`config.mk`:
```
export PLATFORM = sky130hd
export DESIGN_NAME = amps_decide
export DESIGN_NICKNAME = d
export VERILOG_FILES = /design/src/rtl/assert_macros.svh /design/src/rtl/amps_pkg.sv /design/src/rtl/amps_decide.sv
export SDC_FILE = /design/constraint.sdc
export NUM_CORES = 1
export LEC_CHECK = 0
export ABC_CLOCK_PERIOD_IN_PS = 19400
export BUFFER_PORTS_ARGS = -buffer_cell sky130_fd_sc_hd__clkbuf_2
export CAP_MARGIN = 20
export CORE_AREA = 2 2 209 211
export DETAILED_ROUTE_END_ITERATION = 12
export DIE_AREA = 0 0 211 213
export SLEW_MARGIN = 15
export SYNTH_ARGS = -nofsm -noshare
export SYNTH_HDL_FRONTEND = slang
export SYNTH_SLANG_ARGS = --single-unit
```
`constraint.sdc`:
```
create_clock -name vclk -period 19.4
set_input_delay 3.88 -clock vclk [all_inputs]
set_output_delay 3.88 -clock vclk [all_outputs]
set_load 0.005 [all_outputs]
```
`src/rtl/assert_macros.svh`:
```
// ---------------------------------------------------------------------------
// assert_macros.svh
// concurrent assertion helpers shared by the rtl
// ---------------------------------------------------------------------------
`ifndef ASSERT_MACROS_SVH
`define ASSERT_MACROS_SVH

// same-cycle implication, disabled during reset
`define ASSERT_IMPLIES(label, clk, rst_n, ante, cons) \
    label: assert property (@(posedge clk) disable iff (!rst_n) (ante) |-> (cons)) \
        else $error("assertion failed: same-cycle implication");

// next-cycle implication, disabled during reset
`define ASSERT_NEXT(label, clk, rst_n, ante, cons) \
    label: assert property (@(posedge clk) disable iff (!rst_n) (ante) |=> (cons)) \
        else $error("assertion failed: next-cycle implication");

`endif

```
`src/rtl/amps_pkg.sv`:
```
// ---------------------------------------------------------------------------
// amps_pkg
// shared types and codes of the aim micro-pulse sequencer
// ---------------------------------------------------------------------------
`default_nettype none

package amps_pkg;

    typedef logic [1:0]         cmd_t;
    typedef logic [1:0]         act_t;
    typedef logic [31:0]        ms_t;
    typedef logic signed [16:0] err_t;
    typedef logic [15:0]        cfg_word_t;
    typedef logic [2:0]         cfg_idx_t;
    typedef logic [3:0]         frames_t;

    // commands
    localparam cmd_t CMD_TICK   = 2'd0;
    localparam cmd_t CMD_START  = 2'd1;
    localparam cmd_t CMD_CANCEL = 2'd2;

    // servo actions
    localparam act_t ACT_OFF   = 2'd0;
    localparam act_t ACT_STOP  = 2'd1;
    localparam act_t ACT_LEFT  = 2'd2;
    localparam act_t ACT_RIGHT = 2'd3;

    // configuration register indexes
    localparam cfg_idx_t CFG_ALIGNED_TOLERANCE = 3'd0;
    localparam cfg_idx_t CFG_MICRO_RANGE       = 3'd1;
    localparam cfg_idx_t CFG_FINE_RANGE        = 3'd2;
    localparam cfg_idx_t CFG_MEDIUM_RANGE      = 3'd3;
    localparam cfg_idx_t CFG_FRESH_TIMEOUT_MS  = 3'd4;
    localparam cfg_idx_t CFG_PAUSE_MS          = 3'd5;
    localparam cfg_idx_t CFG_REQUIRED_FRAMES   = 3'd6;

    // pulse durations in ms
    localparam logic [15:0] FINE_PULSE_MS   = 16'd40;
    localparam logic [15:0] MEDIUM_PULSE_MS = 16'd80;
    localparam logic [15:0] COARSE_PULSE_MS = 16'd120;

    typedef struct packed {
        cfg_word_t aligned_tolerance;
        cfg_word_t micro_range;
        cfg_word_t fine_range;
        cfg_word_t medium_range;
        cfg_word_t fresh_timeout_ms;
        cfg_word_t pause_ms;
        frames_t   required_frames;
    } cfg_t;

    typedef struct packed {
        logic    manual_on;
        act_t    manual_act;
        ms_t     manual_end_ms;
        act_t    pulse_act;
        ms_t     pulse_end_ms;
        ms_t     next_allowed_ms;
        ms_t     last_seq;
        act_t    pending_act;
        frames_t match_count;
    } state_t;

    typedef struct packed {
        cmd_t command;
        ms_t  now_ms;
        err_t aim_error;
        logic tracking_enabled;
        logic has_message;
        logic tags_visible;
        ms_t  message_time_ms;
        ms_t  frame_sequence;
        act_t manual_direction;
        ms_t  manual_deadline_ms;
    } item_t;

endpackage

`default_nettype wire

```
`src/rtl/amps_decide.sv`:
```
// ---------------------------------------------------------------------------
// amps_decide
// per-transaction decision logic: next state and servo action
// ---------------------------------------------------------------------------
`default_nettype none

module amps_decide import amps_pkg::*;
(
    input  cfg_t   cfg,
    input  state_t state_cur,
    input  item_t  item,
    output state_t state_next,
    output logic   has_result,
    output act_t   aim_action
);

    // signed wrap-around compare: deadline not yet reached
    function automatic logic before_deadline(ms_t now, ms_t deadline);
        ms_t diff;
        diff = now - deadline;
        return diff[31];
    endfunction

    function automatic state_t clear_tracking(state_t s, ms_t seq);
        state_t r;
        r                 = s;
        r.pulse_act       = ACT_STOP;
        r.pulse_end_ms    = '0;
        r.next_allowed_ms = '0;
        r.last_seq        = seq;
        r.pending_act     = ACT_STOP;
        r.match_count     = '0;
        return r;
    endfunction

    logic [16:0] mag;
    act_t        want;
    ms_t         msg_age;
    logic        stale;
    logic [15:0] pulse_len;

    assign mag     = item.aim_error[16] ? 17'(-item.aim_error) : 17'(item.aim_error);
    assign want    = (!item.aim_error[16] && (item.aim_error != '0)) ? ACT_RIGHT : ACT_LEFT;
    assign msg_age = item.now_ms - item.message_time_ms;
    assign stale   = !item.tracking_enabled || !item.has_message || !item.tags_visible
                   || (msg_age > {16'd0, cfg.fresh_timeout_ms});

    always_comb
    begin
        if (mag <= {1'b0, cfg.fine_range})
        begin
            pulse_len = FINE_PULSE_MS;
        end
        else if (mag <= {1'b0, cfg.medium_range})
        begin
            pulse_len = MEDIUM_PULSE_MS;
        end
        else
        begin
            pulse_len = COARSE_PULSE_MS;
        end
    end

    always_comb
    begin
        state_t s;
        logic   done;
        s          = state_cur;
        done       = 1'b0;
        aim_action = ACT_OFF;
        has_result = 1'b0;
        unique case (item.command)
            CMD_START:
            begin
                s.manual_on     = 1'b1;
                s.manual_act    = item.manual_direction;
                s.manual_end_ms = item.manual_deadline_ms;
            end
            CMD_CANCEL:
            begin
                s.manual_on     = 1'b0;
                s.manual_act    = ACT_STOP;
                s.manual_end_ms = '0;
            end
            CMD_TICK:
            begin
                has_result = 1'b1;
                if (s.manual_on)
                begin
                    s = clear_tracking(s, item.frame_sequence);
                    if (before_deadline(item.now_ms, s.manual_end_ms))
                    begin
                        aim_action = s.manual_act;
                        done       = 1'b1;
                    end
                    else
                    begin
                        s.manual_on     = 1'b0;
                        s.manual_act    = ACT_STOP;
                        s.manual_end_ms = '0;
                    end
                end
                if (!done)
                begin
                    if (stale || (mag <= {1'b0, cfg.aligned_tolerance}))
                    begin
                        s          = clear_tracking(s, item.frame_sequence);
                        aim_action = ACT_OFF;
                    end
                    else if (mag > {1'b0, cfg.micro_range})
                    begin
                        s          = clear_tracking(s, item.frame_sequence);
                        aim_action = want;
                    end
                    else if (s.pulse_act != ACT_STOP)
                    begin
                        if (want != s.pulse_act)
                        begin
                            // reversal aborts the running pulse
                            s                 = clear_tracking(s, item.frame_sequence);
                            s.next_allowed_ms = item.now_ms + {16'd0, cfg.pause_ms};
                            aim_action        = ACT_OFF;
                        end
                        else if (before_deadline(item.now_ms, s.pulse_end_ms))
                        begin
                            aim_action = s.pulse_act;
                        end
                        else
                        begin
                            s.pulse_act       = ACT_STOP;
                            s.pulse_end_ms    = '0;
                            s.next_allowed_ms = item.now_ms + {16'd0, cfg.pause_ms};
                            s.pending_act     = ACT_STOP;
                            s.match_count     = '0;
                            aim_action        = ACT_OFF;
                        end
                    end
                    else if (before_deadline(item.now_ms, s.next_allowed_ms))
                    begin
                        aim_action = ACT_OFF;
                    end
                    else
                    begin
                        if (item.frame_sequence != s.last_seq)
                        begin
                            s.last_seq = item.frame_sequence;
                            if (want == s.pending_act)
                            begin
                                if (s.match_count < cfg.required_frames)
                                begin
                                    s.match_count = s.match_count + 4'd1;
                                end
                            end
                            else
                            begin
                                s.pending_act = want;
                                s.match_count = 4'd1;
                            end
                        end
                        if (s.match_count < cfg.required_frames)
                        begin
                            aim_action = ACT_OFF;
                        end
                        else
                        begin
                            s.pulse_act    = want;
                            s.pulse_end_ms = item.now_ms + {16'd0, pulse_len};
                            s.pending_act  = ACT_STOP;
                            s.match_count  = '0;
                            aim_action     = want;
                        end
                    end
                end
            end
            default:
            begin
                // unused command code: no result, no state change
            end
        endcase
        state_next = s;
    end

endmodule

`default_nettype wire

```
==> flow_summary.yaml, run 1 <==
run_status:
  run_status: "finished, final reports clean"
power:
  vdd_drop_max_uv: 12.07
  cellPowerDensity_mw_per_mm2: 28.75
  p_leak_nw: 7.861
die:
  die_area_mm2: 0.04494
  core_region_area_mm2: 0.04270
  row_count: 76
  die_h_um: 213
  start_util_pct: 28.46
  die-width_um: 211
  io-pin-count: 533
timing:
  fin_hold_viols: 0
  achievable-frequency_mhz: 71.24
  post-route-min-period_ps: 14040
  finalSetupViolations: 0
  tightest_slew_ps: 1114
  totalNegativeSetupSlack_ps: 0
  rsz0062_at_grt: "no"
  fin_crit_sh_pct: 72.35
  slew_margin_rel_pct: 23.81
  report.final.slew_viol_count: 0
synthesis:
  yosysWarnings: 0
  syn_area_mm2: 0.01215
  sequential_area_share_after_synthesis_pct: 0
  synth_area_per_cell_um2: 6.532
  yosys.area.top_type: "ha_1"
  synth.cells.most_frequent: "nand2_1 (264), ha_1 (229), inv_1 (183)"
  synthCells: 1860
  synth_nets: 2483
  synth.distinct_cells: 77
  dominant_cells_by_area_after_synthesis: "ha_1 (24%), nand2_1 (8.2%), o21ai_0 (6.2%)"
  synth_top_area_share_pct: 23.58
  synth_most_common_cell: "nand2_1"
setup_path:
  worst_setup_path_end_kind: "output pin"
  setup.worst_path.class: "primary input to output pin"
  critical_path.max_fanout: 6
  worst_ep_arrival_time_ps: 10160
  cp_data_required_time_ps: 15520
  startpoint_type: "primary input"
clock_network:
  cts_resized: 0
  cts_setup_buffers: 0
  ctsHoldBuffers: 0
detailed_routing:
  detailed_routing_iteration_count_for_the_pre_antenna_repair_pass: 6
  routed_wire_length_per_instance_um: 21.61
  vias_per_cell: 5.526
  wirelength_um: 62150
  detail_route.iter0.violations: 1205
  drcViolationCount: 0
  drtAntennaViolNets: 0
  drt-met1-wl_um: 26090
  wl_met2_um: 30370
  highest-signal-layer: "met5"
  wl_met3_um: 4269
  vias_after_detailed_routing: 15890
finish:
  n_sequential_cell: 0
  final.clkbuf_count: 0
  fraction_of_layout_cells_with_a_size_suffix_above_1_pct: 24.72
  area.sequential_um2: 0
  final_design_area_no_fill_mm2: 0.01533
  nets: 2951
  area.growth.synth_to_final_pct: 26.18
global_route:
  grt_start_max_net_pins: 95
  first_pass_grt_wire_length_um: 91660
  grt_pass1_vias: 15350
  grt_antenna_before_repair: 9
  grt_use_total_pct: 26.40
  grt-ovfl-total: 0
hold_path:
  hp-class: "primary input to output pin"
  hold-path-cell-count: 3
run:
  max-cap-violations: 0
place:
  dpl_cell_area_mm2: 0.01529
  dp.final_hpwl_um: 53070
  port-buffer-count: 533
  gp_congestion: 0.9662
[through the flow]
stage | worst slack [ps] | util (%) | cells | power, mW | hold slack [ps]
finish | 5363 | 35.90 | 2876 | 0.4407 | 8042
global route | 4677 | 35.90 | 2875 | 0.4919 | 8053
CTS | 5446 | 35.81 | 2871 | 0.4398 | 8043
detailed placement | 5503 | 35.81 | 2871 | 0.4363 | 8043
global placement | 5616 | 35.79 | 2870 | 0.4312 | 8044
floorplan | 6891 | - | 1860 | 0.2614 | 7815
[layout make-up]
cell class / count / area, µm²
Inverter: 184 / 690.7
Antenna cell: 4 / 10.01
Timing Repair Buffer: 551 / 2826
Multi-Input combinational cell: 1591 / 11120
Tap cell: 546 / 683.2
Fill cell: 4668 / 27370
[logic make-up after synthesis]
family / Yosys count / share of synthesized area [%]
and+or+nand+nor: 630 / 24.57
AOI/OAI and AO/OA: 588 / 32.32
buffers and inverters: 269 / 8.630
adders and majority gates: 232 / 24.08
xor gates and xnor gates: 125 / 9.011
muxes: 16 / 1.390
[power by group]
part,total (mW),switching [mW],internal [mW]
clock,0.0000000278,0,0.0000000277
sequential,0,0,0
combinational,0.441,0.261,0.180
total,0.441,0.261,0.180
[path summary, 6_finish.rpt]
path / startpoint / slack [ps] / end
worst max-delay path: item[101] / 5360 / state_next[101]
worst min-delay path: item[22] / 8040 / state_next[126]
[cells in the final DEF, fill, tap and decap left out, types with 8 or more instances in the layout]
master	netlist	final
inv_1	183	182
and2_1	11	11
o21bai_1	9	9
nor2_1	97	97
o21ai_0	151	151
a211oi_1	17	17
a22o_1	35	35
a2111oi_0	9	8
and3_1	13	13
o31ai_1	13	13
clkbuf_2	3	533
nor3_1	27	27
a31oi_1	12	12
nand4_1	42	42
o31a_1	20	20
o21ai_1	12	12
xnor2_1	85	85
a21o_1	33	33
or3_1	14	13
a2bb2oi_1	32	32
mux2i_1	12	12
xor2_1	40	40
buf_4	1	16
nand2_1	264	264
nand3_1	86	86
and4_1	11	11
o21a_1	20	20
nor2b_1	14	13
nand2b_1	18	18
nor4_1	11	11
ha_1	229	229
a21oi_1	116	115
o22ai_1	10	10
o211ai_1	21	21
a21boi_0	13	12
[routing by layer]
layer,track usage (%),vias up
li1,-,7723
met2,47.70,714
met1,33.12,7373
met5,0,-
met4,5.658,10
met3,3.765,72
[critical path, stage by stage]
cell and delay (ps):
clkbuf_2 80, inv_1 160, ha_1 250, nor4b_1 260, nand2_1 220, o41ai_1 360, xnor2_1 290, ha_1 340
a21o_1 190, a2111oi_0 550, o2111ai_1 190, nand3_1 170, a211o_1 140, ha_1 170, inv_1 50, fa_1 400
nor2b_1 120, o21ai_0 80, nand2b_1 200, nor4b_1 820, and2_1 320, nand3_1 110, xor2_1 180, nor2_1 100
nand4_1 100, a22oi_1 250, clkbuf_2 160
Note: power is estimated with default switching activity, not from simulation.
==> inputs of run 2 (changes only) <==
- ABC_AREA: unset -> 1
- ABC_CLOCK_PERIOD_IN_PS: 19400 -> 14300
- CORE_AREA: 2 2 209 211 -> unset
- CORE_ASPECT_RATIO: unset -> 0.6
- CORE_MARGIN: unset -> 2
- CORE_UTILIZATION: unset -> 41
- DIE_AREA: 0 0 211 213 -> unset
- PLACE_DENSITY: unset -> 0.68
- clock period: 19.4 -> 14.3 ns (I/O delays scaled with it)
==> run 2 against run 1 <==
Design area up 19%. Worst hold slack worse by 2000 ps. Sequential cell count did not move. Combinational power grew 65%. Die area decreased by 13%. First-iteration DRC count grew 100%. Wire length grew 19%. Core utilization rose by 14 points. Global-route usage is 9.8 points higher. Count of clock-buffer cells in the layout unchanged. Critical path depth rose by 6. Non-clock buffer count down 2. Largest power group unchanged.
==> flow_summary.yaml, run 2 <==
synthesis:
  synth.distinct_cells: 52
  synth.cells.most_frequent: "nand2_1 (1016), inv_1 (432), ha_1 (229)"
  synth_area_per_cell_um2: 5.127
  synth_most_common_cell: "nand2_1"
  dominant_cells_by_area_after_synthesis: "nand2_1 (25%), ha_1 (19%), inv_1 (11%)"
  sequential_area_share_after_synthesis_pct: 0
  synth_nets: 3617
  yosysWarnings: 0
  syn_area_mm2: 0.01535
  synthCells: 2994
  synth_top_area_share_pct: 24.85
  yosys.area.top_type: "nand2_1"
clock_network:
  cts_setup_buffers: 0
  cts_resized: 0
  ctsHoldBuffers: 0
setup_path:
  setup.worst_path.class: "primary input to output pin"
  cp_top_family: "simple AND/OR/NAND/NOR gates"
  cell_with_the_largest_stage_delay_on_the_worst_path: "xor2_1"
  cp_data_required_time_ps: 11440
  timing.critical_path.depth: 33
  worst_ep_arrival_time_ps: 8900
  startpoint_type: "primary input"
  critical_path_buf_inv_count: 5
  cpPeakStageDelay_ps: 390
  worst_setup_path_end_kind: "output pin"
  critical_path.max_fanout: 4
  crit_top_cell: "nand2_1"
  timing.critical_path.from: "item[103]"
run_status:
  run_status: "finished, final reports clean"
timing:
  slew_margin_rel_pct: 31.99
  totalNegativeSetupSlack_ps: 0
  achievable-frequency_mhz: 85.06
  fin_hold_viols: 0
  report.final.slew_viol_count: 0
  post-route-min-period_ps: 11760
  fin_crit_sh_pct: 82.21
  rsz0062_at_grt: "no"
  tightest_slew_ps: 1017
  finalSetupViolations: 0
detailed_routing:
  drcViolationCount: 0
  vias_per_cell: 5.439
  detail_route.iter0.violations: 2432
  detailed_routing_iteration_count_for_the_pre_antenna_repair_pass: 6
  routed_wire_length_per_instance_um: 18.70
  vias_after_detailed_routing: 21450
  wirelength_um: 73730
  drtAntennaViolNets: 0
place:
  gp_congestion: 1.112
  port-buffer-count: 533
  dp.final_hpwl_um: 61060
die:
  die_h_um: 153.9
  die_area_mm2: 0.03905
  start_util_pct: 41.92
  row_count: 54
  io-pin-count: 533
  die-width_um: 253.8
  core_region_area_mm2: 0.03662
finish:
  leading_cell_types_in_the_layout_fill_and_taps_excluded: "nand2_1 (1016), clkbuf_2 (532), inv_1 (431)"
  area.sequential_um2: 0
  area.growth.synth_to_final_pct: 19.16
  fillers: 4124
  final.clkbuf_count: 0
  final_common_cell: "nand2_1"
  n_sequential_cell: 0
  nets: 4057
  fraction_of_layout_cells_with_a_size_suffix_above_1_pct: 16.99
power:
  cellPowerDensity_mw_per_mm2: 39.82
  total_power_mw: 0.7283
  p_leak_nw: 10.80
  vdd_drop_max_uv: 27.26
run:
  max-cap-violations: 0
global_route:
  first_pass_grt_wire_length_um: 111700
  grt_pass1_vias: 19160
  grt_antenna_before_repair: 8
  grt_start_max_net_pins: 77
  grt-ovfl-total: 0
  grt_use_total_pct: 36.23
hold_path:
  holdCritStartpoint: "state_cur[97]"
  hold-path-cell-count: 4
  hp-class: "primary input to output pin"
[run 2: report_power, final]
group          leakage [nW]  internal [mW]    total [mW]  switching [mW]
sequential                0              0             0               0
combinational          10.8          0.254         0.728           0.474
clock             0.0000444   0.0000000657  0.0000000657               0
[run 2: cell type report]
cell class,count,area [µm²],share of cell area [%]
Antenna cell,7,17.52,0.09577
Inverter,440,1654,9.043
Multi-Input combinational cell,2443,13200,72.16
Tap cell,504,630.6,3.448
Timing Repair Buffer,549,2790,15.25
[run 2: layer usage]
layer	wire length [µm]	vias to the layer above	GRT usage [%]
met5	13	-	0
met4	2501	2	10.45
met3	8348	119	5.688
met2	28920	1272	52.84
met1	33960	9404	53.99
li1	-	10650	-
[run 2: stage by stage]
stage / cells / worst slack (ps) / util, % / hold slack [ps] / area [µm²]
floorplan: 2994 / 3972 / - / 5817 / 15350
global placement: 3936 / 2874 / 49.90 / 6008 / 18270
detailed placement: 3936 / 2784 / 49.90 / 6015 / 18270
CTS: 3936 / 2773 / 49.90 / 6015 / 18270
global route: 3943 / 2069 / 49.95 / 6028 / 18290
finish: 3943 / 2544 / 49.95 / 6012 / 18290
[run 2: path summary, 6_finish.rpt]
check / to / slack [ps]
setup / recovery: state_next[99] / 2540
hold / removal: state_next[97] / 6010
[run 2: cell families (layout without fill, tap and decap cells)]
group,count (synthesis),after routing,synth area share [%]
AND/OR/NAND/NOR,1530,1530,41.04
adder cells (fa/ha/maj),232,232,19.06
buffers and inverters,551,989,14.11
other,0,7,0
XOR/XNOR,82,82,4.679
AO/OA/AOI/OAI,599,599,21.11
